## config.mk

```make
export PLATFORM = sky130hd
export DESIGN_NAME = mpe_cfg
export DESIGN_NICKNAME = d
export VERILOG_FILES = /design/src/multivariate_polynomial_eval_assert.svh /design/src/mpe_pkg.sv /design/src/mpe_cfg.sv
export SDC_FILE = /design/constraint.sdc
export NUM_CORES = 1
export LEC_CHECK = 0
export BUFFER_PORTS_ARGS = -buffer_cell sky130_fd_sc_hd__buf_2
export CAP_MARGIN = 20
export CORE_MARGIN = 2
export CORE_UTILIZATION = 33
export CTS_BUF_LIST = sky130_fd_sc_hd__clkbuf_2
export CTS_CLUSTER_DIAMETER = 30
export CTS_CLUSTER_SIZE = 25
export DETAILED_ROUTE_END_ITERATION = 8
export PLACE_DENSITY = 0.95
export SLEW_MARGIN = 20
export SYNTH_ARGS = -nofsm -noshare
export SYNTH_HDL_FRONTEND = slang
export SYNTH_SLANG_ARGS = --single-unit
```

## constraint.sdc

```tcl
create_clock -name clk -period 2 [get_ports clk]
set_clock_uncertainty 0.2 [all_clocks]
set_input_delay 0 -clock clk [delete_from_list [all_inputs] [get_ports clk]]
set_output_delay 0 -clock clk [all_outputs]
set_load 0.1 [all_outputs]
```

## src/multivariate_polynomial_eval_assert.svh

```systemverilog
// Assertion macros used by the polynomial evaluator core.
`ifndef MULTIVARIATE_POLYNOMIAL_EVAL_ASSERT_SVH
`define MULTIVARIATE_POLYNOMIAL_EVAL_ASSERT_SVH

// Same-cycle implication, clocked on clk, off during reset.
`define MPE_ASSERT_IMPL(name, ante, cons, msg) \
  name: assert property (@(posedge clk) disable iff (!rst_n) (ante) |-> (cons)) \
    else $error(msg);

// Next-cycle implication, clocked on clk, off during reset.
`define MPE_ASSERT_NEXT(name, ante, cons, msg) \
  name: assert property (@(posedge clk) disable iff (!rst_n) (ante) |=> (cons)) \
    else $error(msg);

`endif

```

## src/mpe_pkg.sv

```systemverilog
// Package: constants, types and helper functions of the polynomial evaluator.
package mpe_pkg;

  localparam int MAX_TERMS  = 256;
  localparam int MAX_AXES   = 6;
  localparam int MAX_DEGREE = 4;
  localparam int ADDR_W     = $clog2(MAX_TERMS);
  localparam int EXP_W      = 3;
  localparam int CNT_W      = 9;
  localparam int ACC_W      = 56;

  localparam logic [1:0] FN_WRITE = 2'd0;
  localparam logic [1:0] FN_VALUE = 2'd1;
  localparam logic [1:0] FN_DERIV = 2'd2;

  localparam logic [1:0] ST_OK  = 2'd0;
  localparam logic [1:0] ST_SAT = 2'd1;
  localparam logic [1:0] ST_ERR = 2'd2;

  localparam logic REG_NUM_AXES   = 1'b0;
  localparam logic REG_MAX_DEGREE = 1'b1;

  localparam logic signed [31:0] Q_ONE = 32'sh0001_0000;
  localparam logic signed [31:0] Q_MAX = 32'sh7fff_ffff;
  localparam logic signed [31:0] Q_MIN = 32'sh8000_0000;

  typedef logic [EXP_W-1:0] exp_t;
  typedef exp_t [MAX_AXES-1:0] exp_vec_t;

  typedef struct packed {
    logic [2:0] n;
    logic [2:0] d;
  } cfg_t;

  typedef struct packed {
    logic              we;
    logic              re;
    logic [ADDR_W-1:0] addr;
    logic [31:0]       wdata;
  } ram_req_t;

  typedef enum logic [2:0] {
    S_IDLE, S_TERM, S_MUL, S_DER, S_CMUL, S_ACC, S_NEXT, S_FIN
  } state_t;

  localparam logic [CNT_W-1:0] TERM_TBL [MAX_AXES][MAX_DEGREE+1] = '{
    '{9'd1, 9'd2, 9'd3,  9'd4,  9'd5},
    '{9'd1, 9'd3, 9'd6,  9'd10, 9'd15},
    '{9'd1, 9'd4, 9'd10, 9'd20, 9'd35},
    '{9'd1, 9'd5, 9'd15, 9'd35, 9'd70},
    '{9'd1, 9'd6, 9'd21, 9'd56, 9'd126},
    '{9'd1, 9'd7, 9'd28, 9'd84, 9'd210}
  };

  function automatic logic [CNT_W-1:0] term_count(cfg_t c);
    return TERM_TBL[c.n - 3'd1][c.d];
  endfunction

  function automatic logic [EXP_W:0] exp_sum(exp_vec_t e);
    logic [EXP_W:0] s;
    s = '0;
    for (int k = 0; k < MAX_AXES; k++) s = s + (EXP_W+1)'(e[k]);
    return s;
  endfunction

  function automatic exp_vec_t next_exp(exp_vec_t e, cfg_t c);
    exp_vec_t       r;
    logic [EXP_W:0] s;
    logic           found;
    r = e;
    found = 1'b0;
    for (int j = MAX_AXES - 1; j >= 0; j--) begin
      s = '0;
      for (int k = 0; k < MAX_AXES; k++) begin
        if (k <= j) s = s + (EXP_W+1)'(e[k]);
      end
      if (!found && (3'(j) < c.n) && (s < (EXP_W+1)'(c.d))) begin
        r[j] = e[j] + EXP_W'(1);
        for (int k = 0; k < MAX_AXES; k++) begin
          if (k > j) r[k] = '0;
        end
        found = 1'b1;
      end
    end
    return r;
  endfunction

endpackage

```

## src/mpe_cfg.sv

```systemverilog
// APB register file: axis count and degree, clamped for the datapath.
module mpe_cfg (
  input  logic          clk,
  input  logic          rst_n,
  input  logic          psel,
  input  logic          penable,
  input  logic          pwrite,
  input  logic [2:0]    paddr,
  input  logic [31:0]   pwdata,
  output logic [31:0]   prdata,
  output logic          pready,
  output mpe_pkg::cfg_t cfg
);
  import mpe_pkg::*;

  logic [2:0] num_axes_r, num_axes_nxt;
  logic [2:0] max_degree_r, max_degree_nxt;
  logic       wr;

  assign wr = psel && penable && pwrite;
  assign pready = 1'b1;

  always_comb begin
    num_axes_nxt = num_axes_r;
    max_degree_nxt = max_degree_r;
    if (wr) begin
      case (paddr[2])
        REG_NUM_AXES:   num_axes_nxt = pwdata[2:0];
        REG_MAX_DEGREE: max_degree_nxt = pwdata[2:0];
        default: ;
      endcase
    end
  end

  always_ff @(posedge clk) begin
    if (!rst_n) begin
      num_axes_r <= 3'd1;
      max_degree_r <= 3'd0;
    end else begin
      num_axes_r <= num_axes_nxt;
      max_degree_r <= max_degree_nxt;
    end
  end

  assign prdata = (paddr[2] == REG_MAX_DEGREE) ? {29'd0, max_degree_r} : {29'd0, num_axes_r};

  always_comb begin
    cfg.n = num_axes_r;
    if (num_axes_r == 3'd0) cfg.n = 3'd1;
    else if (num_axes_r > 3'(MAX_AXES)) cfg.n = 3'(MAX_AXES);
    cfg.d = (max_degree_r > 3'(MAX_DEGREE)) ? 3'(MAX_DEGREE) : max_degree_r;
  end

endmodule

```

Word-level counts from Yosys, hierarchy flattened
Cells that the tools add are included.

word-level totals
  bits in registers = 6
  input bits = 40
  output and inout port bits = 39
  word-level logic and storage cells = 14

cells by class
  order comparisons = 2
  multiplexer cells = 4
  bitwise operators = 1
  reduce and logical (&&, ||, !) cells = 5

operators by type and width
  operator                                               count
  two-way mux 3 bit                                      4
  greater-than comparator 3 bit (second input constant)  2
  AND reduction 2 bit                                    2
  zero test 3 bit                                        1
  logical AND 1 bit                                      2
  NOT 1 bit                                              1

Depth between registers and ports, before layout
Gate-level depths: netlist of the first run.

  word-level depth = 3
  depth in mapped cells = 3

Least setup slack after synthesis of the first run
No wires, ideal clock.

  kind = flip-flop to output port
  from = reg num_axes_r[2]
  to = out prdata[2]
  arrival = 2,488 ps
  data required time = 1,800 ps
  setup slack = -688 ps
  cell stages (with the launch flop) = 3
  buffers on the path = 0
  cell sequence = dfxtp_1 inv_1 o21ai_0

on the way
  word-level cells in the longest chain between the ends = 1

RTL lines
  element                 line           text
  from (decl)             mpe_cfg.sv:16  logic [2:0] num_axes_r, num_axes_nxt;
  from (signal assigned)  mpe_cfg.sv:40  num_axes_r <= num_axes_nxt;
  two-way mux 3 bit       mpe_cfg.sv:45  assign prdata = (paddr[2] == REG_MAX_DEGREE) ? {29'd0, max_degree_r} : {29'd0, num_axes_r};
  to (decl)               mpe_cfg.sv:10  output logic [31:0] prdata,

No other way between the ends.

Worst setup path in the final report of the first run
  from = in penable
  to = reg num_axes_r[2]

on the way
  word-level cells in the longest chain between the ends = 3

RTL lines
  element                          line           text
  from (decl)                      mpe_cfg.sv:6   input logic penable,
  logical AND 1 bit (2 in series)  mpe_cfg.sv:20  assign wr = psel && penable && pwrite;
  AND reduction 2 bit (no line)    --

No other way between the ends.
A chain may end at the register's enable or synchronous reset.

==> results of run 1 <==
## sequential cells by signal, summed over array words and instances, names as in the netlist
signal	count
max_degree_r	3
num_axes_r	3
## area by class of cell
class                   count  area (µm²)  share of cell area, %
clock buffers               3        15.0                   2.24
inverters                   2        7.51                   1.12
multi-input cells          56         303                   45.1
repair buffers             29         205                   30.6
well taps                  16        20.0                   2.99
flip-flops and latches      6         120                   17.9
## what timing repair did
item                                    in CTS  in global routing
buffers inserted                             0                  0
endpoints found under the setup margin       0                  2
hold buffers                                13                  1
hold endpoints to repair                     6                  1
resized for setup                            0                  0
## cell usage after synthesis
cell type and number:
buf_4 30, nand2_1 10, dfxtp_1 6, mux2i_1 6, clkbuf_1 4, nor2b_1 4, conb_1 2, inv_1 2
o21ai_0 2, maj3_1 1, mux2_1 1, nand4_2 1, nand4b_4 1
## where the power goes
group | internal, mW | switching, mW
Combinational | 0.0288 | 0.297
Clock | 0.0407 | 0.0412
Sequential | 0.122 | 0.00223
## layer usage
metal | up-vias | part of all wire, % | track usage (%)
met5 | - | 0 | 0
met4 | 0 | 1.0 | 7.65
met3 | 2 | 10 | 5.56
met2 | 34 | 53 | 18.0
met1 | 190 | 35 | 8.45
li1 | 211 | - | -
## path summary, 6_finish.rpt
path                                      from                           end  slack (ns)  depth (start not counted)
hold / removal                          pwrite  max_degree_r[0]$_SDFFE_PN0P_       -0.02                          3
setup reg to reg    num_axes_r[1]$_SDFFE_PN0P_    num_axes_r[1]$_SDFFE_PN0P_        0.59                          3
setup / recovery                       penable    num_axes_r[2]$_SDFFE_PN0P_        0.33                          5
hold reg to reg   max_degree_r[0]$_SDFFE_PN0P_  max_degree_r[0]$_SDFFE_PN0P_        0.29                          2
## layout by cell type (no fill, tap or decap)
master / netlist / final
conb_1: 2 / 30
mux2i_1: 6 / 6
dlygate4sd3_1: 0 / 12
dfxtp_1: 6 / 6
inv_1: 2 / 2
buf_2: 0 / 17
nand2_1: 10 / 10
mux2_1: 1 / 1
o21ai_1: 0 / 2
nand4_2: 1 / 1
nand4b_4: 1 / 1
maj3_1: 1 / 1
nor2b_1: 4 / 4
clkbuf_2: 0 / 3
## cells by family after synthesis
kind of cell             Yosys count
AO/OA/AOI/OAI                      2
adder cells (fa/ha/maj)            1
buffers and inverters             36
flip-flops                         6
multiplexers                       7
other                              2
AND/OR/NAND/NOR                   16
## critical path: cells and delay by family
family | cells | cell delay, ns
and+or+nand+nor | 1 | 0.09
muxes | 1 | 0.20
buffers and inverters | 3 | 1.31
==> key figures, run 1 <==
Die
  • Initial core utilization: 36.3%
  • Die footprint: 2060 µm²
  • Die H: 45.4 µm
  • # rows: 14
  • Chip width: 45.4 µm
  • Total I/O pin count: 79
  • Core box area: 1560 µm²

Synthesis
  • Post-synthesis compound-gate area fraction: 1.77%
  • Area leader, netlist: buf_4
  • Synth Cell Area: 566 µm²
  • Syn_area_per_cell: 8.08 µm²
  • Top cells by area, synth: buf_4 (40%), dfxtp_1 (21%), mux2i_1 (11%)
  • Post-synthesis xor/xnor area fraction: 0%
  • Post-synthesis cell type count: 13
  • Flip-flop and latch count after synthesis: 6
  • Mapped Cells: 70
  • Sequential area share after synthesis: roughly a fifth
  • Post-synthesis simple-gate area fraction: approximately 17%
  • Post-synthesis mux area share: 12.6%
  • Post-synthesis adder-cell area fraction: approximately 1.8%
  • Largest family of logic cells by synthesized area: buffers and inverters
  • Syn. warnings: 0
  • Top-area cell type share of the netlist area: between 30% and 40%

Critical path
  • CP Launch Type: input port
  • CP Class: in2reg
  • WP data arrival: approximately 1.6 ns
  • Worst Path Max Fanout: 2
  • CP max stage cell: dlygate4sd3_1
  • Cell breakdown of the critical path: dlygate4sd3_1, buf_2, nand4b_4, dlygate4sd3_1, mux2i_1
  • Most used cell, CP: dlygate4sd3_1
  • Crit path largest cell delay: 0.62 ns
  • CP endpoint kind: flip-flop
  • Worst EP required: roughly 1.9 ns

Clock tree
  • Clock tree buffer depth: 2
  • H-tree Lvls: 1
  • CTS tree: yes
  • Clk root buf: clkbuf_2
  • Clk pin slew, worst setup/hold paths: 0.06 ns
  • CTS Buf Count: 3
  • CTS Sinks: 6
  • Worst skew pair latency: approximately 0.21 ns

Place
  • Post-DP HPWL: 738 µm
  • GP Congestion: 0.677
  • Area after DPL: 536 µm²
  • Placed Cells: 97
  • Placement Setup Slack: between 0.7 and 0.8 ns
  • # port buffers: 17

GRT
  • GRT overflow: 0
  • Largest net degree at the start of global routing: 8
  • First-pass GRT wire length: 1450 µm
  • Vias in the first global route: 381
  • Global Route Usage Sum: 10.3%
  • Initial antenna violation count: 0

Routing
  • Post-DR vias/cell: roughly 3.9
  • Post-route ant nets: 0
  • Via count: 437
  • Wire length per cell: 8.87 µm
  • First drt pass iteration count: 1
  • Drt drc: 0
  • DR iter-0 viols: 0
  • Total wire length: 993 µm

Worst hold path
  • Hold crit path type: in2reg

STA
  • RSZ-0062 raised after global routing: false
  • Slew Viols, Final: 0
  • Post-route setup slack: 0.333 ns
  • Hold_ws: -0.0157 ns
  • Final worst path period need: 1.67 ns
  • Highest achievable clock rate: ~0.6 GHz
  • Total negative slack: 0 ns
  • Fin. Hold Viols: 1
  • Finish-stage setup viols: 0
  • Final Cycle Share: 83.3%

Run
  • Maxcap violations: 0

Power
  • Power per standard cell area: 794 nW/µm²
  • Leakage power: 0.397 nW
  • Total power: 0.532 mW
  • VDD IR max: 0.262 mV

Layout
  • Layout cell share with drive strength beyond 1: 22.9%
  • N_diodes: 0
  • Area growth syn-to-layout: 18.6%
  • Fillers: 161
  • Layout Cells excl Fill: 112
  • Post-route cell area: 671 µm²
  • Final nets: between 100 and 150
  • Layout Utilization: 43.0%

Status
  • Failing checks: negative hold slack
  • Outcome: complete, but fails checks
No activity file was read; power rests on OpenSTA's default activity.
==> run 2: changes to the inputs <==
CORE_ASPECT_RATIO = 0.75   (was unset)
CORE_UTILIZATION = 28   (was 33)
PLACE_DENSITY = 0.89   (was 0.95)
clock period = 1.4 ns   (was 2 ns; I/O delays follow)
==> key figures, run 2 (synthesis gave the netlist of run 1 again) <==
GRT
  • GRT overflow: 0 (unchanged)
  • Global Route Usage Sum: 9.25% (-1.0 points)
  • First-pass GRT wire length: 1560 µm (+7.6%)
  • Largest net degree at the start of global routing: 11 (+3)
  • Initial antenna violation count: 0 (unchanged)
  • Vias in the first global route: 342 (-10%)

Place
  • # port buffers: 17 (unchanged)
  • Placed Cells: 105 (+8.2%)
  • GP Congestion: 0.738 (+9.1%)
  • Post-DP HPWL: 799 µm (+8.4%)

Critical path
  • R2R Path End: max_degree_r[2]$_SDFFE_PN0P_
  • End point of the critical path: cfg[2]
  • Crit. path cell count: 1 (-4)
  • Worst EP required: 1.20 ns (-0.74 ns)
  • Worst r2r src: max_degree_r[2]$_SDFFE_PN0P_
  • FF-to-FF setup slack: 0.50 ns (-0.09 ns)
  • Cell breakdown of the critical path: buf_2
  • Buf+Inv Stages, Crit Path: 1 (-2)
  • CP Launch Type: flip-flop
  • R2r worst-path depth: 2 (-1)
  • CP Class: reg2out
  • CP endpoint kind: output port
  • WP data arrival: 1.14 ns (-0.46 ns)
  • CP max stage cell: buf_2
  • CP top delay family: buffers and inverters
  • Crit path largest cell delay: 0.47 ns (-0.15 ns)
  • Worst Path Max Fanout: 5 (+3)
  • CP startpoint: max_degree_r[2]$_SDFFE_PN0P_

Routing
  • Drt drc: 0 (unchanged)
  • First drt pass iteration count: 1 (unchanged)
  • DR iter-0 viols: 0 (unchanged)
  • Wire length per cell: 9.16 µm (+3.4%)
  • Via count: 411 (-5.9%)
  • Post-DR vias/cell: 3.54 (-9.2%)
  • Total wire length: 1060 µm (+7.0%)
  • Post-route ant nets: 0 (unchanged)

Clock tree
  • Worst skew pair latency: 0.22 ns (about the same)
  • CTS Sinks: 6 (unchanged)
  • H-tree Lvls: 1 (unchanged)
  • Clock tree buffer depth: 2 (unchanged)
  • CTS tree: yes
  • CTS Buf Count: 3 (unchanged)
  • Clk root buf: clkbuf_2
  • Clk pin slew, worst setup/hold paths: 0.06 ns (about the same)

Layout
  • Layout Utilization: 38.5% (-4.6 points)
  • Most frequent cells in the layout: conb_1 (30), buf_2 (11), nand2_1 (10)
  • Commonest non-fill, non-tap cell in the layout: conb_1
  • Layout Cells excl Fill: 116 (+3.6%)
  • Layout cell share with drive strength beyond 1: 31.5% (+8.6 points)
  • Regs by FF count: max_degree_r x3, num_axes_r x3
  • N_diodes: 0 (unchanged)
  • Final nets: 134 (-2.9%)
  • Area growth syn-to-layout: 33.4%

STA
  • RSZ-0062 raised after global routing: false
  • Highest achievable clock rate: about 0.75 GHz
  • Final Cycle Share: 95.5%
  • Finish-stage setup viols: 0 (unchanged)
  • Final worst path period need: between 1 and 1.5 ns
  • Slew Viols, Final: 0 (unchanged)
  • Hold_ws: 0.0605 ns (+0.0762 ns)
  • Fin. Hold Viols: 0 (-1)

Power
  • Int Pwr: 0.287 mW (+50%)
  • Seq pwr share: 22.7% (-0.7 points)
  • P_sw: 0.497 mW (+46%)
  • Leakage power: 0.407 nW (+2.6%)
  • Sw frac: 63.4% (-0.56 points)
  • Clk pwr share: 15.6% (+0.2 points)
  • Power per standard cell area: 1040 nW/µm² (+31%)
  • VDD IR max: 0.417 mV (+59%)
  • Gate power share: 61.7% (+0.5 points)

Die
  • Total I/O pin count: 79 (unchanged)
  • Die H: 42.9 µm (-5.5%)
  • # rows: 14 (unchanged)
  • Chip width: 55.9 µm (+23%)
  • Die footprint: 2400 µm² (+16%)
  • Core box area: 1960 µm² (+26%)
  • Initial core utilization: 28.8% (-7.4 points)

Run
  • Maxcap violations: 0 (unchanged)

Status
  • Outcome: finished, final reports clean

Worst hold path
  • Hold crit path type: in2reg
[run 2: cell count changes in the layout (fill, tap and decap cells not counted), moves of 2 or more]
cell	previous run	this run
buf_12	0	6
buf_2	17	11
dlygate4sd3_1	12	8
dfxtp_1	6	4
dfxtp_2	0	2
nor2b_1	4	2
nor2b_2	0	2
o21ai_1	2	0
[run 2: tightest hold or removal path, stage by stage]
cell	delay, ns
buf_2	0.18
nand4b_4	0.19
mux2i_1	0.07
[run 2: power groups by stage]
stage	Sequential (mW)	Combinational, mW	Clock (mW)
floorplan	0.181	0.486	0
global placement	0.182	0.462	0
detailed placement	0.182	0.464	0
CTS	0.178	0.482	0.128
global route	0.179	0.494	0.130
finish	0.178	0.484	0.122
[run 2: layout make-up]
cell class                 instances  area [µm²]
fill                             214        1210
multi-input combinational         56         324
timing repair buffer              25         255
sequential                         6         123
tap                               24        30.0
clock buffer                       3        15.0
inverter                           2        7.51
[run 2: worst min path at each step]
stage                         start                           end  slack [ns]  cells past startpoint
after floorplan           pwdata[0]  max_degree_r[0]$_SDFFE_PN0P_       -0.06                      2
after global placement    pwdata[0]  max_degree_r[0]$_SDFFE_PN0P_        0.06                      3
after detailed placement  pwdata[1]    num_axes_r[1]$_SDFFE_PN0P_        0.08                      3
after CTS                  paddr[2]    num_axes_r[2]$_SDFFE_PN0P_        0.05                      3
after global routing       paddr[2]    num_axes_r[2]$_SDFFE_PN0P_        0.08                      3
final                      paddr[2]    num_axes_r[2]$_SDFFE_PN0P_        0.06                      3
[run 2: stage by stage]
step           setup TNS [ns]  total power, mW  setup slack [ns]  cell area [µm²]
2_1_floorplan         -0.0257            0.666           -0.0131              692
3_3_place_gp                0            0.644             0.144              641
3_5_place_dp                0            0.646             0.147              641
4_1_cts                     0            0.788            0.0222              752
5_1_grt                     0            0.803            0.0227              754
6_report                    0            0.784            0.0626              754
[run 2: timing repair]
item,CTS,global route
buffers inserted,0,0
gates resized for setup,5,2
cloned,0,0
setup endpoints to repair,1,1
pin swaps,0,0
hold buffers,8,0
hold endpoints to repair,6,0
[run 2: per-layer routing]
metal / global-route usage, % / wire (µm) / up-vias
met1: 8.79 / 359 / 184
met4: 10.0 / 48 / 0
li1: - / - / 203
met3: 1.83 / 62 / 4
met2: 16.2 / 593 / 20
met5: 0 / 0 / -
==> run 3: changes to the inputs <==
CORE_ASPECT_RATIO = unset   (was 0.75)
CORE_UTILIZATION = 33   (was 28)
PLACE_DENSITY = 0.95   (was 0.89)
TNS_END_PERCENT = 20   (was unset)
clock period = 1.7 ns   (was 1.4 ns; I/O delays follow)
==> key figures, run 3 (synthesis gave the netlist of run 1 again) <==
Status
  • Outcome: finished, final reports clean

Critical path
  • Worst r2r src: max_degree_r[2]$_SDFFE_PN0P_
  • WP data arrival: 1.55 ns (+0.41 ns)
  • Worst EP required: 1.65 ns (+0.45 ns)
  • CP Launch Type: input port
  • CP Class: in2reg
  • R2r worst-path depth: 2 (unchanged)
  • Worst Path Max Fanout: 2 (-3)
  • CP endpoint kind: flip-flop
  • FF-to-FF setup slack: 0.81 ns (+0.31 ns)
  • End point of the critical path: max_degree_r[2]$_SDFFE_PN0P_
  • R2R Path End: max_degree_r[2]$_SDFFE_PN0P_
  • CP startpoint: pwrite

Clock tree
  • Clk pin slew, worst setup/hold paths: 0.06 ns (about the same)
  • CTS tree: yes
  • Worst skew pair latency: 0.22 ns (about the same)
  • H-tree Lvls: 1 (unchanged)
  • Clock tree buffer depth: 2 (unchanged)
  • CTS Buf Count: 3 (unchanged)
  • Post-CTS setup buffers: 0 (unchanged)
  • Clk root buf: clkbuf_2
  • CTS Sinks: 6 (unchanged)

Routing
  • First drt pass iteration count: 2 (+1)
  • Post-route ant nets: 0 (unchanged)
  • Via count: 441 (+7.3%)
  • DR iter-0 viols: 3 (+3)
  • Total wire length: 1120 µm (+5.0%)
  • Wire length per cell: 9.88 µm (+7.8%)
  • Drt drc: 0 (unchanged)
  • Post-DR vias/cell: 3.90 (+10%)

Power
  • VDD IR max: 0.310 mV (-26%)
  • Leakage power: 0.393 nW (-3.4%)
  • Power per standard cell area: 925 nW/µm² (-11%)
  • Total power: 0.635 mW (-19%)

Place
  • # port buffers: 17 (unchanged)
  • Placed Cells: 97 (-7.6%)
  • GP Congestion: 0.665 (-9.9%)
  • Post-DP HPWL: 823 µm (+3.0%)

Layout
  • N_diodes: 0 (unchanged)
  • Fillers: 161 (-25%)
  • Area growth syn-to-layout: 21.5%
  • Layout Cells excl Fill: 113 (-2.6%)
  • Commonest non-fill, non-tap cell in the layout: conb_1
  • Final nets: 139 (+3.7%)
  • Layout Utilization: 44.1% (+5.6 points)
  • Layout cell share with drive strength beyond 1: 23.7% (-7.8 points)
  • Most frequent cells in the layout: conb_1 (30), buf_2 (17), dlygate4sd3_1 (12)
  • Regs by FF count: max_degree_r x3, num_axes_r x3

STA
  • Highest achievable clock rate: 0.626 GHz
  • Finish-stage setup viols: 0 (unchanged)
  • Slew Viols, Final: 0 (unchanged)
  • Final worst path period need: 1.60 ns
  • Final Cycle Share: 93.9%
  • RSZ-0062 raised after global routing: false
  • Fin. Hold Viols: 0 (unchanged)

Worst hold path
  • Hold crit path type: in2reg

Die
  • Die H: 45.4 µm (+5.8%)
  • Initial core utilization: 36.3% (+7.4 points)
  • Total I/O pin count: 79 (unchanged)
  • # rows: 14 (unchanged)
  • Core box area: 1560 µm² (-21%)
  • Chip width: 45.4 µm (-19%)
  • Die footprint: 2060 µm² (-14%)

GRT
  • First-pass GRT wire length: 1550 µm (-0.45%)
  • Largest net degree at the start of global routing: 11 (unchanged)
  • Global Route Usage Sum: 11.4% (+2.2 points)
  • Initial antenna violation count: 0 (unchanged)
  • Vias in the first global route: 403 (+18%)
  • GRT overflow: 0 (unchanged)

Run
  • Maxcap violations: 0 (unchanged)
[run 3: cell count changes in the layout (fill, tap and decap cells not counted), sizes merged]
cell / previous run / this run
dlymetal6s4s: 0 / 1
dlygate4sd3: 8 / 12
[run 3: timing repair]
item / in CTS / in global routing
setup endpoints to repair: 0 / 5
hold buffers: 13 / 1
resized for setup: 0 / 1
endpoints found under the hold margin: 6 / 3
[run 3: routing by layer]
metal	wire, µm	GRT usage [%]	up-vias
met4	0	8.82	0
met1	389	9.71	195
met3	128	4.37	0
li1	-	-	212
met5	0	0	-
met2	598	20.8	34
[run 3: final cells by class]
cell class / instances / area [µm²] / area share, %
Timing Repair Buffer: 30 / 218 / 31.7
Tap cell: 16 / 20.0 / 2.91
Inverter: 2 / 7.51 / 1.09
Sequential cell: 6 / 120 / 17.5
Multi-Input combinational cell: 56 / 307 / 44.6
Clock buffer: 3 / 15.0 / 2.19
[run 3: worst min path at each step]
stage                                    to  slack, ns  depth (start not counted)                         start
3_3_place_gp   max_degree_r[0]$_SDFFE_PN0P_       0.06                          3                     pwdata[0]
5_1_grt          num_axes_r[2]$_SDFFE_PN0P_       0.08                          3                      paddr[2]
6_report         num_axes_r[2]$_SDFFE_PN0P_       0.05                          3                      paddr[2]
3_5_place_dp   max_degree_r[0]$_SDFFE_PN0P_       0.07                          3                     pwdata[0]
2_1_floorplan  max_degree_r[0]$_SDFFE_PN0P_      -0.06                          2                     pwdata[0]
4_1_cts        max_degree_r[0]$_SDFFE_PN0P_       0.28                          2  max_degree_r[0]$_SDFFE_PN0P_
[run 3: worst max-delay path, stage by stage]
cell and delay, ns:
dlygate4sd3_1 0.53, buf_2 0.15, nand4_2 0.09, dlygate4sd3_1 0.58
mux2i_1 0.19
[run 3: per-stage QoR]
| stage | setup TNS [ns] | setup WS, ns | instance area, µm² | hold WS, ns |
|---|---|---|---|---|
| after CTS | 0 | 0.00488 | 684 | 0.280 |
| final | 0 | 0.104 | 687 | 0.0540 |
| after detailed placement | 0 | 0.426 | 539 | 0.0661 |
| after floorplan | -0.585 | -0.229 | 674 | -0.0612 |
| after global placement | 0 | 0.470 | 539 | 0.0604 |
| after global routing | 0 | 0.0444 | 687 | 0.0841 |
[run 3: where the power goes]
part           switching, mW  total [mW]  internal (mW)
Combinational          0.352       0.389         0.0377
Clock                 0.0513      0.0991         0.0478
Sequential           0.00276       0.147          0.144
