==> src/multivariate_polynomial_eval_assert.svh <==
// Assertion macros used by the polynomial evaluator core.
`ifndef MULTIVARIATE_POLYNOMIAL_EVAL_ASSERT_SVH
`define MULTIVARIATE_POLYNOMIAL_EVAL_ASSERT_SVH

// Same-cycle implication, clocked on clk, off during reset.
`define MPE_ASSERT_IMPL(name, ante, cons, msg) \
  name: assert property (@(posedge clk) disable iff (!rst_n) (ante) |-> (cons)) \
    else $error(msg);

// Next-cycle implication, clocked on clk, off during reset.
`define MPE_ASSERT_NEXT(name, ante, cons, msg) \
  name: assert property (@(posedge clk) disable iff (!rst_n) (ante) |=> (cons)) \
    else $error(msg);

`endif

==> src/mpe_pkg.sv <==
// Package: constants, types and helper functions of the polynomial evaluator.
package mpe_pkg;

  localparam int MAX_TERMS  = 256;
  localparam int MAX_AXES   = 6;
  localparam int MAX_DEGREE = 4;
  localparam int ADDR_W     = $clog2(MAX_TERMS);
  localparam int EXP_W      = 3;
  localparam int CNT_W      = 9;
  localparam int ACC_W      = 56;

  localparam logic [1:0] FN_WRITE = 2'd0;
  localparam logic [1:0] FN_VALUE = 2'd1;
  localparam logic [1:0] FN_DERIV = 2'd2;

  localparam logic [1:0] ST_OK  = 2'd0;
  localparam logic [1:0] ST_SAT = 2'd1;
  localparam logic [1:0] ST_ERR = 2'd2;

  localparam logic REG_NUM_AXES   = 1'b0;
  localparam logic REG_MAX_DEGREE = 1'b1;

  localparam logic signed [31:0] Q_ONE = 32'sh0001_0000;
  localparam logic signed [31:0] Q_MAX = 32'sh7fff_ffff;
  localparam logic signed [31:0] Q_MIN = 32'sh8000_0000;

  typedef logic [EXP_W-1:0] exp_t;
  typedef exp_t [MAX_AXES-1:0] exp_vec_t;

  typedef struct packed {
    logic [2:0] n;
    logic [2:0] d;
  } cfg_t;

  typedef struct packed {
    logic              we;
    logic              re;
    logic [ADDR_W-1:0] addr;
    logic [31:0]       wdata;
  } ram_req_t;

  typedef enum logic [2:0] {
    S_IDLE, S_TERM, S_MUL, S_DER, S_CMUL, S_ACC, S_NEXT, S_FIN
  } state_t;

  localparam logic [CNT_W-1:0] TERM_TBL [MAX_AXES][MAX_DEGREE+1] = '{
    '{9'd1, 9'd2, 9'd3,  9'd4,  9'd5},
    '{9'd1, 9'd3, 9'd6,  9'd10, 9'd15},
    '{9'd1, 9'd4, 9'd10, 9'd20, 9'd35},
    '{9'd1, 9'd5, 9'd15, 9'd35, 9'd70},
    '{9'd1, 9'd6, 9'd21, 9'd56, 9'd126},
    '{9'd1, 9'd7, 9'd28, 9'd84, 9'd210}
  };

  function automatic logic [CNT_W-1:0] term_count(cfg_t c);
    return TERM_TBL[c.n - 3'd1][c.d];
  endfunction

  function automatic logic [EXP_W:0] exp_sum(exp_vec_t e);
    logic [EXP_W:0] s;
    s = '0;
    for (int k = 0; k < MAX_AXES; k++) s = s + (EXP_W+1)'(e[k]);
    return s;
  endfunction

  function automatic exp_vec_t next_exp(exp_vec_t e, cfg_t c);
    exp_vec_t       r;
    logic [EXP_W:0] s;
    logic           found;
    r = e;
    found = 1'b0;
    for (int j = MAX_AXES - 1; j >= 0; j--) begin
      s = '0;
      for (int k = 0; k < MAX_AXES; k++) begin
        if (k <= j) s = s + (EXP_W+1)'(e[k]);
      end
      if (!found && (3'(j) < c.n) && (s < (EXP_W+1)'(c.d))) begin
        r[j] = e[j] + EXP_W'(1);
        for (int k = 0; k < MAX_AXES; k++) begin
          if (k > j) r[k] = '0;
        end
        found = 1'b1;
      end
    end
    return r;
  endfunction

endpackage

==> src/mpe_if.sv <==
// Handshake interfaces for the input and result channels.
interface mpe_in_if;
  logic               valid;
  logic               ready;
  logic [1:0]         func;
  logic [7:0]         coef_index;
  logic signed [31:0] coef_value;
  logic signed [31:0] x_axis0;
  logic signed [31:0] x_axis1;
  logic signed [31:0] x_axis2;
  logic signed [31:0] x_axis3;
  logic signed [31:0] x_axis4;
  logic signed [31:0] x_axis5;
  logic [2:0]         deriv_axis;

  modport source (output valid, func, coef_index, coef_value, x_axis0, x_axis1, x_axis2,
                  x_axis3, x_axis4, x_axis5, deriv_axis, input ready);
  modport sink (input valid, func, coef_index, coef_value, x_axis0, x_axis1, x_axis2,
                x_axis3, x_axis4, x_axis5, deriv_axis, output ready);
endinterface

interface mpe_out_if;
  logic               valid;
  logic               ready;
  logic signed [31:0] result_value;
  logic [1:0]         status;
  logic [8:0]         term_count;

  modport source (output valid, result_value, status, term_count, input ready);
  modport sink (input valid, result_value, status, term_count, output ready);
endinterface

==> src/mpe_core.sv <==
// Term sequencer and shared multiply-accumulate datapath.
`include "multivariate_polynomial_eval_assert.svh"
module mpe_core (
  input  logic               clk,
  input  logic               rst_n,
  mpe_in_if.sink             in_if,
  mpe_out_if.source          out_if,
  input  mpe_pkg::cfg_t      cfg,
  output mpe_pkg::ram_req_t  ram_req,
  input  logic [31:0]        ram_rdata
);
  import mpe_pkg::*;

  state_t                state_r, state_nxt;
  logic                  deriv_r, deriv_nxt;
  logic [2:0]            dax_r, dax_nxt;
  logic signed [31:0]    x_r [MAX_AXES];
  exp_vec_t              e_r, e_nxt;
  exp_vec_t              rem_r, rem_nxt;
  logic signed [31:0]    t_r, t_nxt;
  logic signed [47:0]    prod_r, prod_nxt;
  logic signed [ACC_W-1:0] acc_r, acc_nxt;
  logic                  flag_r, flag_nxt;
  logic                  err_r, err_nxt;
  logic [ADDR_W-1:0]     p_r, p_nxt;
  logic                  out_valid_r, out_valid_nxt;
  logic signed [31:0]    res_r, res_nxt;
  logic [1:0]            status_r, status_nxt;
  logic [CNT_W-1:0]      tcnt_r, tcnt_nxt;

  logic [CNT_W-1:0]      cnt;
  logic                  accept;
  logic [2:0]            sel;
  logic signed [31:0]    mul_a, mul_b;
  logic signed [63:0]    mul_p, rnd;
  logic signed [47:0]    rnd48;
  logic                  rnd_sat;
  logic signed [31:0]    rnd_s32;
  logic signed [35:0]    der_p;
  logic                  der_sat;
  logic signed [31:0]    der_s32;
  logic                  acc_sat;
  logic signed [31:0]    acc_s32;

  assign cnt = term_count(cfg);
  assign in_if.ready = (state_r == S_IDLE);
  assign accept = in_if.valid && in_if.ready;

  always_comb begin
    sel = 3'd0;
    for (int i = MAX_AXES - 1; i >= 0; i--) begin
      if (rem_r[i] != '0) sel = 3'(i);
    end
  end

  always_comb begin
    mul_a = t_r;
    mul_b = x_r[sel];
    if (state_r == S_CMUL) begin
      mul_a = $signed(ram_rdata);
      mul_b = t_r;
    end
  end

  assign mul_p = 64'(mul_a) * 64'(mul_b);
  assign rnd = mul_p + 64'sd32768;
  assign rnd48 = $signed(rnd[63:16]);
  assign rnd_sat = !((&rnd48[47:31]) || !(|rnd48[47:31]));
  assign rnd_s32 = rnd_sat ? (rnd48[47] ? Q_MIN : Q_MAX) : rnd48[31:0];

  assign der_p = 36'(t_r) * 36'($signed({1'b0, e_r[dax_r]}));
  assign der_sat = !((&der_p[35:31]) || !(|der_p[35:31]));
  assign der_s32 = der_sat ? (der_p[35] ? Q_MIN : Q_MAX) : der_p[31:0];

  assign acc_sat = !((&acc_r[ACC_W-1:31]) || !(|acc_r[ACC_W-1:31]));
  assign acc_s32 = acc_sat ? (acc_r[ACC_W-1] ? Q_MIN : Q_MAX) : acc_r[31:0];

  always_comb begin
    state_nxt = state_r;
    deriv_nxt = deriv_r;
    dax_nxt = dax_r;
    e_nxt = e_r;
    rem_nxt = rem_r;
    t_nxt = t_r;
    prod_nxt = prod_r;
    acc_nxt = acc_r;
    flag_nxt = flag_r;
    err_nxt = err_r;
    p_nxt = p_r;
    out_valid_nxt = out_valid_r && !out_if.ready;
    res_nxt = res_r;
    status_nxt = status_r;
    tcnt_nxt = tcnt_r;
    ram_req = '0;
    ram_req.addr = p_r;
    case (state_r)
      S_IDLE: begin
        if (accept) begin
          deriv_nxt = (in_if.func == FN_DERIV);
          dax_nxt = in_if.deriv_axis;
          e_nxt = '0;
          p_nxt = '0;
          acc_nxt = '0;
          flag_nxt = 1'b0;
          err_nxt = 1'b0;
          state_nxt = S_FIN;
          case (in_if.func)
            FN_WRITE: begin
              if (9'(in_if.coef_index) < cnt) begin
                ram_req.we = 1'b1;
                ram_req.addr = in_if.coef_index;
                ram_req.wdata = in_if.coef_value;
              end else begin
                err_nxt = 1'b1;
              end
            end
            FN_VALUE: state_nxt = S_TERM;
            FN_DERIV: begin
              if (in_if.deriv_axis < 3'(MAX_AXES) && in_if.deriv_axis < cfg.n) begin
                state_nxt = S_TERM;
              end
            end
            default: ;
          endcase
        end
      end
      S_TERM: begin
        if (deriv_r && e_r[dax_r] == '0) begin
          state_nxt = S_NEXT;
        end else begin
          t_nxt = Q_ONE;
          rem_nxt = e_r;
          if (deriv_r) rem_nxt[dax_r] = e_r[dax_r] - EXP_W'(1);
          ram_req.re = 1'b1;
          state_nxt = S_MUL;
        end
      end
      S_MUL: begin
        if (rem_r != '0) begin
          t_nxt = rnd_s32;
          flag_nxt = flag_r || rnd_sat;
          rem_nxt[sel] = rem_r[sel] - EXP_W'(1);
        end else begin
          state_nxt = deriv_r ? S_DER : S_CMUL;
        end
      end
      S_DER: begin
        t_nxt = der_s32;
        flag_nxt = flag_r || der_sat;
        state_nxt = S_CMUL;
      end
      S_CMUL: begin
        prod_nxt = rnd48;
        state_nxt = S_ACC;
      end
      S_ACC: begin
        acc_nxt = acc_r + ACC_W'(prod_r);
        state_nxt = S_NEXT;
      end
      S_NEXT: begin
        if (9'(p_r) + 9'd1 < cnt) begin
          p_nxt = p_r + ADDR_W'(1);
          e_nxt = next_exp(e_r, cfg);
          state_nxt = S_TERM;
        end else begin
          state_nxt = S_FIN;
        end
      end
      S_FIN: begin
        if (!out_valid_r || out_if.ready) begin
          out_valid_nxt = 1'b1;
          res_nxt = acc_s32;
          tcnt_nxt = cnt;
          if (err_r) status_nxt = ST_ERR;
          else if (flag_r || acc_sat) status_nxt = ST_SAT;
          else status_nxt = ST_OK;
          state_nxt = S_IDLE;
        end
      end
      default: state_nxt = S_IDLE;
    endcase
  end

  always_ff @(posedge clk) begin
    if (!rst_n) begin
      state_r <= S_IDLE;
      out_valid_r <= 1'b0;
    end else begin
      state_r <= state_nxt;
      out_valid_r <= out_valid_nxt;
    end
  end

  always_ff @(posedge clk) begin
    deriv_r <= deriv_nxt;
    dax_r <= dax_nxt;
    e_r <= e_nxt;
    rem_r <= rem_nxt;
    t_r <= t_nxt;
    prod_r <= prod_nxt;
    acc_r <= acc_nxt;
    flag_r <= flag_nxt;
    err_r <= err_nxt;
    p_r <= p_nxt;
    res_r <= res_nxt;
    status_r <= status_nxt;
    tcnt_r <= tcnt_nxt;
    if (accept) begin
      x_r[0] <= in_if.x_axis0;
      x_r[1] <= in_if.x_axis1;
      x_r[2] <= in_if.x_axis2;
      x_r[3] <= in_if.x_axis3;
      x_r[4] <= in_if.x_axis4;
      x_r[5] <= in_if.x_axis5;
    end
  end

  assign out_if.valid = out_valid_r;
  assign out_if.result_value = res_r;
  assign out_if.status = status_r;
  assign out_if.term_count = tcnt_r;

  `MPE_ASSERT_IMPL(a_term_in_range, state_r == S_TERM, 9'(p_r) < cnt,
    "term position beyond term count")
  `MPE_ASSERT_IMPL(a_exp_bound, state_r == S_TERM, exp_sum(e_r) <= 4'(cfg.d),
    "exponent vector exceeds degree")
  `MPE_ASSERT_IMPL(a_write_in_range, ram_req.we, 9'(ram_req.addr) < cnt,
    "coefficient write beyond term count")
  `MPE_ASSERT_IMPL(a_out_from_fin, $rose(out_valid_r), $past(state_r == S_FIN),
    "result raised outside finish state")

endmodule

==> src/flat_wrapper.sv <==
// flat-port wrapper written by rule: the top's interface ports become plain ports
module mpe_core_flat import mpe_pkg::*;
  (clk, rst_n, cfg, ram_req, ram_rdata, in_if_valid, in_if_func, in_if_coef_index, in_if_coef_value, in_if_x_axis0, in_if_x_axis1, in_if_x_axis2, in_if_x_axis3, in_if_x_axis4, in_if_x_axis5, in_if_deriv_axis, in_if_ready, out_if_valid, out_if_result_value, out_if_status, out_if_term_count, out_if_ready);
  mpe_in_if in_if_i ();
  mpe_out_if out_if_i ();
  input  logic clk;
  input  logic rst_n;
  input  mpe_pkg::cfg_t cfg;
  output mpe_pkg::ram_req_t ram_req;
  input  logic [31:0] ram_rdata;
  input wire logic [$bits(in_if_i.valid)-1:0] in_if_valid;
  input wire logic [$bits(in_if_i.func)-1:0] in_if_func;
  input wire logic [$bits(in_if_i.coef_index)-1:0] in_if_coef_index;
  input wire logic [$bits(in_if_i.coef_value)-1:0] in_if_coef_value;
  input wire logic [$bits(in_if_i.x_axis0)-1:0] in_if_x_axis0;
  input wire logic [$bits(in_if_i.x_axis1)-1:0] in_if_x_axis1;
  input wire logic [$bits(in_if_i.x_axis2)-1:0] in_if_x_axis2;
  input wire logic [$bits(in_if_i.x_axis3)-1:0] in_if_x_axis3;
  input wire logic [$bits(in_if_i.x_axis4)-1:0] in_if_x_axis4;
  input wire logic [$bits(in_if_i.x_axis5)-1:0] in_if_x_axis5;
  input wire logic [$bits(in_if_i.deriv_axis)-1:0] in_if_deriv_axis;
  output wire logic [$bits(in_if_i.ready)-1:0] in_if_ready;
  output wire logic [$bits(out_if_i.valid)-1:0] out_if_valid;
  output wire logic [$bits(out_if_i.result_value)-1:0] out_if_result_value;
  output wire logic [$bits(out_if_i.status)-1:0] out_if_status;
  output wire logic [$bits(out_if_i.term_count)-1:0] out_if_term_count;
  input wire logic [$bits(out_if_i.ready)-1:0] out_if_ready;
  assign in_if_i.valid = in_if_valid;
  assign in_if_i.func = in_if_func;
  assign in_if_i.coef_index = in_if_coef_index;
  assign in_if_i.coef_value = in_if_coef_value;
  assign in_if_i.x_axis0 = in_if_x_axis0;
  assign in_if_i.x_axis1 = in_if_x_axis1;
  assign in_if_i.x_axis2 = in_if_x_axis2;
  assign in_if_i.x_axis3 = in_if_x_axis3;
  assign in_if_i.x_axis4 = in_if_x_axis4;
  assign in_if_i.x_axis5 = in_if_x_axis5;
  assign in_if_i.deriv_axis = in_if_deriv_axis;
  assign in_if_ready = in_if_i.ready;
  assign out_if_valid = out_if_i.valid;
  assign out_if_result_value = out_if_i.result_value;
  assign out_if_status = out_if_i.status;
  assign out_if_term_count = out_if_i.term_count;
  assign out_if_i.ready = out_if_ready;
  mpe_core u_core (.clk(clk), .rst_n(rst_n), .in_if(in_if_i), .out_if(out_if_i), .cfg(cfg), .ram_req(ram_req), .ram_rdata(ram_rdata));
endmodule
==> config.mk <==
export PLATFORM = sky130hd
export DESIGN_NAME = mpe_core_flat
export DESIGN_NICKNAME = d
export VERILOG_FILES = /design/src/mpe_pkg.sv /design/src/mpe_if.sv /design/src/mpe_core.sv /design/src/flat_wrapper.sv
export VERILOG_INCLUDE_DIRS = /design/src /design/src/src
export SDC_FILE = /design/constraint.sdc
export NUM_CORES = 2
export LEC_CHECK = 0
export ABC_AREA = 0
export BUFFER_PORTS_ARGS = -buffer_cell sky130_fd_sc_hd__buf_2
export CAP_MARGIN = 20
export CORE_ASPECT_RATIO = 0.7
export CORE_MARGIN = 10
export CORE_UTILIZATION = 60
export DETAILED_ROUTE_END_ITERATION = 10
export PLACE_DENSITY = 0.9
export SETUP_SLACK_MARGIN = 0.02
export SLEW_MARGIN = 20
export SYNTH_ARGS = -nofsm -noshare
export SYNTH_HDL_FRONTEND = slang
export SYNTH_SLANG_ARGS = --single-unit
==> constraint.sdc <==
create_clock -name clk -period 14 [get_ports clk]
set_clock_uncertainty 0.2 [all_clocks]
set_input_delay 2.1 -clock clk [delete_from_list [all_inputs] [get_ports clk]]
set_output_delay 2.1 -clock clk [all_outputs]
set_load 0.05 [all_outputs]
# Word-level counts from Yosys, hierarchy flattened
# Memory sizes are Yosys's and may differ from the RTL's.
# Cells that the tools add are included.
totals:
  elab_cells: 269
  in_bits: 279
  latch_bits: 0
  register_bits: 233
  memories: 2
  ramBits: 192
  romBits: 360
  output_inout_bits: 87
classes:
  mul: 2
  eq_ne: 21
  shifts: 0
  addsub: 18
  div: 0
  muxes: 105
  reduce_logical: 72
  n_bitwise: 2
  magnitude_cmp: 22
mem_list:
  columns: ["name", "depth", "word_bits", "rd", "rd_clocked_by_memory_dff", "write_ports", "line_no", "text"]
  rows:
  - ["(name not given)", 8, 45, 1, 0, 0, "mpe_pkg.sv:56", "return TERM_TBL[c.n - 3'd1][c.d];"]
  - ["u_core.x_r", 6, 32, 1, 0, 6, "mpe_core.sv:17", "logic signed [31:0] x_r [MAX_AXES];"]
op_table:
  columns: ["cell", "count"]
  rows:
  - ["32-bit 2-to-1 mux", 10]
  - ["40-bit 2-to-1 mux", 4]
  - ["56-bit case mux with 2 select lines", 1]
  - ["18-bit 2-to-1 mux", 6]
  - ["32-bit case mux with 3 select lines", 1]
  - ["45-bit 2-to-1 mux", 2]
  - ["18-bit case mux with 2 select lines", 2]
  - ["64-bit by 17-bit adder with 64-bit output, second input constant", 1]
  - ["32-bit by 32-bit multiplier with 64-bit output", 1]
  - ["56-bit by 48-bit adder with 56-bit output", 1]
  - ["56-bit 2-to-1 mux", 1]
  - ["3-bit 2-to-1 mux", 18]
  - ["4-bit 2-to-1 mux", 12]
  - ["18-bit bitwise mux", 2]
  - ["32-bit by 4-bit multiplier with 36-bit output", 1]
  - ["1-bit 2-to-1 mux", 29]
  - ["9-bit binary-select mux with 3-bit select", 1]
  - ["9-bit 2-to-1 mux", 3]
  - ["25-bit AND reduction", 1]
  - ["25-bit OR reduction", 1]
  - ["4-bit by 3-bit less-than comparator with 1-bit output", 6]
  - ["3-bit case mux with 8 select lines", 1]
  - ["4-bit AND reduction", 6]
  - ["3-bit nonzero test", 8]
  - ["other kinds (50)", 123]

# Logic depth before layout (Yosys ltp)
logic_depth:
  depth_word: 61
  ltp_mapped: 43
  depth_no_buf: 38

# Worst setup path after synthesis
# Ideal clock, no wire load.
synth_path:
  kind: "reg2reg"
  startpoint: "reg u_core.state_r[1]"
  endpoint: "reg u_core.t_r[10], data pin"
  slack_ns: 1.355
  path_buffers: 6
  arrival_time_ns: 12.165
  t_required_ns: 13.520
  stages_incl_launch_ff: 41
  setup_time_ns: 0.280
  period_less_slack_ns: 12.645
  cell_sequence: "dfxtp_1 -> nor2_1 -> nand2_1 -> inv_2 -> buf_1 -> clkbuf_1 -> buf_1 -> nand2_1 -> o41ai_1 -> clkbuf_1 -> inv_1 -> nor2_1 -> fa_1 -> fa_1 -> fa_1 -> inv_1 -> fa_1 -> inv_1 -> (+5 left out) -> inv_1 -> ha_1 -> clkbuf_1 -> a21o_1 -> a21o_1 -> a21oi_1 -> o221a_2 -> nand2_1 -> a221oi_1 -> nor2_1 -> a211oi_1 -> o311ai_0 -> o21a_1 -> nor4_1 -> nand4b_1 -> o21ai_1 -> buf_2 -> o221ai_2"
synth_via:
  elab_chain_len: 10
  word_cells_on_any_way: 16
  cone_classes: "add/sub: 1; mul: 1; eq/ne: 4; mux: 6; reduce/logical: 4"
synth_lines:
  columns: ["element", "line_no", "text"]
  rows:
  - ["from (decl)", "mpe_core.sv:14", "state_t state_r, state_nxt;"]
  - ["from (signal assigned)", "mpe_core.sv:189", "state_r <= state_nxt;"]
  - ["3-bit == test (*)", "mpe_core.sv:59", "if (state_r == S_CMUL) begin"]
  - ["32-bit 2-to-1 mux", "mpe_core.sv:59", null]
  - ["32-bit by 32-bit multiplier with 64-bit output (*)", "mpe_core.sv:65", "assign mul_p = 64'(mul_a) * 64'(mul_b);"]
  - ["64-bit by 17-bit adder with 64-bit output (*)", "mpe_core.sv:66", "assign rnd = mul_p + 64'sd32768;"]
  - ["named net u_core.rnd[63]", "mpe_core.sv:35", "logic signed [63:0] mul_p, rnd;"]
  - ["17-bit OR reduction", "mpe_core.sv:68", "assign rnd_sat = !((&rnd48[47:31]) || !(|rnd48[47:31]));"]
  - ["1-bit zero test", "mpe_core.sv:68", null]
  - ["1-bit logical OR", "mpe_core.sv:68", null]
  - ["32-bit 2-to-1 mux (*)", "mpe_core.sv:69", "assign rnd_s32 = rnd_sat ? (rnd48[47] ? Q_MIN : Q_MAX) : rnd48[31:0];"]
  - ["32-bit 2-to-1 mux (*)", "mpe_core.sv:139", "if (rem_r != '0) begin"]
  - ["32-bit case mux with 3 select lines (*)", "mpe_core.sv:96", "case (state_r)"]
  - ["to (signal assigned)", "mpe_core.sv:199", "t_r <= t_nxt;"]
  - ["to (decl)", "mpe_core.sv:20", "logic signed [31:0] t_r, t_nxt;"]
# Mark *: on every way through the listed nets, which the timed path passes. The rest lies on a longest branch. The select of a mux whose other input is x is not followed.
# A chain may end at the register's enable or synchronous reset.

# Worst setup path in the final report
layout_path:
  startpoint: "reg u_core.rem_r[1] (netlist name)"
  endpoint: "reg u_core.t_r[16], data pin"
layout_via:
  elab_chain_len: 12
  word_cells_on_any_way: 14
  cone_classes: "add/sub: 1; mul: 1; mux: 6; reduce/logical: 5; memory: 1"
layout_lines:
  columns: ["element", "line_no", "text"]
  rows:
  - ["from (decl)", "mpe_core.sv:19", "exp_vec_t rem_r, rem_nxt;"]
  - ["from (signal assigned)", "mpe_core.sv:198", "rem_r <= rem_nxt;"]
  - ["3-bit nonzero test (*)", "mpe_core.sv:52", "if (rem_r[i] != '0) sel = 3'(i);"]
  - ["3-bit 2-to-1 mux (*)", "mpe_core.sv:52", null]
  - ["memory 6 x 32 bit (*)", null, null]
  - ["32-bit 2-to-1 mux (*)", "mpe_core.sv:59", null]
  - ["32-bit by 32-bit multiplier with 64-bit output (*)", "mpe_core.sv:65", null]
  - ["64-bit by 17-bit adder with 64-bit output (*)", "mpe_core.sv:66", null]
  - ["named net u_core.rnd[51]", "mpe_core.sv:35", null]
  - ["17-bit OR reduction", "mpe_core.sv:68", null]
  - ["1-bit zero test", "mpe_core.sv:68", null]
  - ["1-bit logical OR (*)", "mpe_core.sv:68", null]
  - ["32-bit 2-to-1 mux (*)", "mpe_core.sv:69", null]
  - ["32-bit 2-to-1 mux (*)", "mpe_core.sv:139", null]
  - ["32-bit case mux with 3 select lines (*)", "mpe_core.sv:96", null]
# Marked as above.

==> metrics <==
outcome=finished clean; Most common cell on crit path=fa_1; # Max-Cap Violations=0; GRT Overall Usage=roughly a third; CTS root buf=clkbuf_16; fin nets=approximately 8,400; Yosys top cell by area=fa_1; crit path max fanout=31; Top-Level Pins=approximately 370; Hold-fix buffers, CTS=0; RD Place Congestion=1.06; routed via count=48,900; Initial Util=between 60% and 70%; Max Fclk=approximately 74 MHz; GRT overflow=0; Starting DRT DRC Count=between 5,000 and 6,000; maximum clock path buffer count=3; Worst Setup Start Kind=register; die area=116,000 µm²; cell area after synthesis=between 60,000 and 70,000 µm²; synth warn=0; Critical Path Max Stage Delay=about 0.80 ns; Syn-to-layout area delta=8.60%; end of the critical path=u_core.t_r[16]; Buffers on Ports=roughly 360; period utilization=96.0%; Seq/Total Area, Yosys=between 20 and 25%; relative slew slack=between 10% and 20%; FF+latch area=between 10,000 and 15,000 µm²; FF-to-FF setup slack=between 0.5 and 0.6 ns; Crit Reg-Reg Endpoint=u_core.t_r[16]; critical path required time=14.13 ns; Die W=402 µm; Top FF cell, synth=edfxtp_1; post-synthesis average cell area=between 9 and 10 µm²; wire per inst=~25 µm; number of vias per cell=just over 6; Routed WL=slightly above 200,000 µm; site row count=slightly below 100; FILL cells=7,785; RSZ-0062 raised after global routing=false; largest net degree at the start of global routing=89; register bit total from synthesis=between 400 and 500; reg2reg path depth=39; worst r2r src=u_core.rem_r[1]; antenna viol nets, final=0; Post-Synthesis Cells=roughly 6,300; H-tree depth reported by CTS=2; vias in the first global route=approximately 51,000; CTS Buf Count=42; Final min period=13.44 ns; EDFF count, synth=420; synth unique cells=89; clock slew at reported path FFs=0.06 ns; Synth area leaders=fa_1 36%, edfxtp_1 21%, inv_1 7.7%; CP Class=register to register; crit path launch=u_core.rem_r[1]; # DRC=0; worst skew pair latency=0.63 ns; HP Class=register to register; layout cells sized above 1=11.2%; total clock sinks=~420; DP Wirelength=roughly 160,000 µm; die height=approximately 290 µm; endpoints failing hold=0; Post-Syn Nets=about 8,100; endpoints failing setup=0; initial antenna violation count=12; First-pass DRT Iterations=6; Worst EP arrival=~14 ns; TritonCTS clock tree=done; Synth top area share=roughly 36%; worst slew pin tran=around 1.2 ns; post-CTS setup repair buffer count=0; Post-Route Setup TNS=0 ns; first-pass GRT wire length=around 300,000 µm; asr flop ratio synth=0%; slowest CP cell=a211oi_1; core area=a little over 100,000 µm²; crit end category=register; area of the multi-input gates=roughly 43,000 µm²; final slew viol count=0
flip-flops by register name (all words and copies together) (netlist names), 8 cells and up:
| name | flops |
|---|---|
| u_core.e_r | 18 |
| u_core.p_r | 8 |
| u_core.out_if.term_count | 8 |
| u_core.rem_r | 18 |
| u_core.prod_r | 48 |
| u_core.acc_r | 56 |
| u_core.x_r | 192 |
| u_core.out_if.result_value | 32 |
| u_core.t_r | 32 |
cells in the mapped netlist (19+ instances only):
cell type     n
a21oi_1     180
nand4_1      46
mux2_2       51
o22ai_1      71
nor3_1       57
a211oi_1     19
and2_1      134
mux2i_1      71
xor2_1       63
edfxtp_1    420
inv_1      1267
nand2b_1     65
nor2_1      781
clkbuf_1    247
o21ai_0     136
o21bai_1     23
o21a_1       23
xnor2_1      96
nand3_1      52
nor4_1       41
nor2b_1      40
nand2_1     594
a21o_1       99
or2_2        30
ha_1        364
fa_1       1120
o221ai_2     21
worst min path at each step:
stage / startpoint / to / slack, ns / cells past startpoint
2_1_floorplan: u_core.err_r / u_core.out_if.status[1] / 0.23 / 0
3_3_place_gp: u_core.err_r / u_core.out_if.status[1] / 0.25 / 0
3_5_place_dp: u_core.err_r / u_core.out_if.status[1] / 0.25 / 0
4_1_cts: u_core.err_r / u_core.out_if.status[1] / 0.27 / 0
5_1_grt: u_core.err_r / u_core.out_if.status[1] / 0.28 / 0
6_report: u_core.err_r / u_core.out_if.status[1] / 0.28 / 0
through the flow:
| step | cell area [µm²] | worst slack [ns] | hold WS [ns] | instances | utilization [%] |
|---|---|---|---|---|---|
| after detailed placement | 65200 | 0.898 | 0.254 | 7925 | 64.0 |
| after global placement | 65200 | 1.05 | 0.253 | 7925 | 63.9 |
| after floorplan | 61400 | 1.35 | 0.227 | 6349 | - |
| after global routing | 66700 | 0.142 | 0.281 | 8002 | 65.4 |
| final | 66700 | 0.561 | 0.276 | 8017 | 65.5 |
| after CTS | 66500 | 0.793 | 0.270 | 7999 | 65.3 |
cell usage in the layout, fill, tap and decap left out, types with 16 or more instances in the layout:
cell and count:
o21ai_0 135, o21bai_1 23, xnor2_1 96, nor2_1 779
and2_1 134, nand3_1 51, a21o_1 99, inv_1 1265
nand2b_1 65, mux2i_1 41, edfxtp_1 420, buf_2 364
nand4_1 46, nor3_1 56, nor2b_1 40, fa_1 1119
nor4_1 34, a31oi_1 16, ha_1 364, buf_4 132
or2_2 30, o221ai_2 21, mux2_2 51, clkbuf_16 42
mux2i_2 22, xor2_1 63, o22ai_1 71, a211oi_1 19
nand2_1 592, o21a_1 23, a21oi_1 175
routing by layer:
metal  share of wire [%]  vias up  GRT usage (%)
met4                 6.2       16           17.7
met3                  15      717           14.0
met1                  37    24200           45.3
met5               0.046        -              0
li1                    -    20500              -
met2                  42     3445           50.1
final cells by class:
cell class	count	share of cell area, %
multi-input cells	4388	64.9
flip-flops and latches	424	19.0
inverters	1268	7.15
repair buffers	498	4.30
well taps	1350	2.53
clock buffers	51	1.66
clock inverters	23	0.413
diodes	15	0.0563
worst max-delay path: cells and delay by family, from the launching register on:
family,cells,cell delay (ns)
multiplexers,1,0.78
XOR/XNOR,1,0.23
buffers and inverters,8,1.61
AO/OA/AOI/OAI,10,2.60
flip-flops,1,0.47
adder cells (fa/ha/maj),9,4.51
AND/OR/NAND/NOR,10,2.70
timing repair:
action,CTS,global route
resized for setup,0,3
setup endpoints to repair,0,28
hold endpoints to repair,0,0
kinds of logic after synthesis:
group | count (synthesis) | synth area share, %
simple gates | 1901 | 13.7
buf+inv | 1537 | 9.43
fa+ha+maj | 1484 | 43.9
compound gates | 714 | 7.83
flops | 424 | 20.7
xor+xnor | 159 | 2.27
mux | 129 | 2.24
other cells | 1 | 0.00610
Power is left out: the tool's default activity adds up to more than one toggle a clock period on the data nets, which glitch-free logic cannot reach.
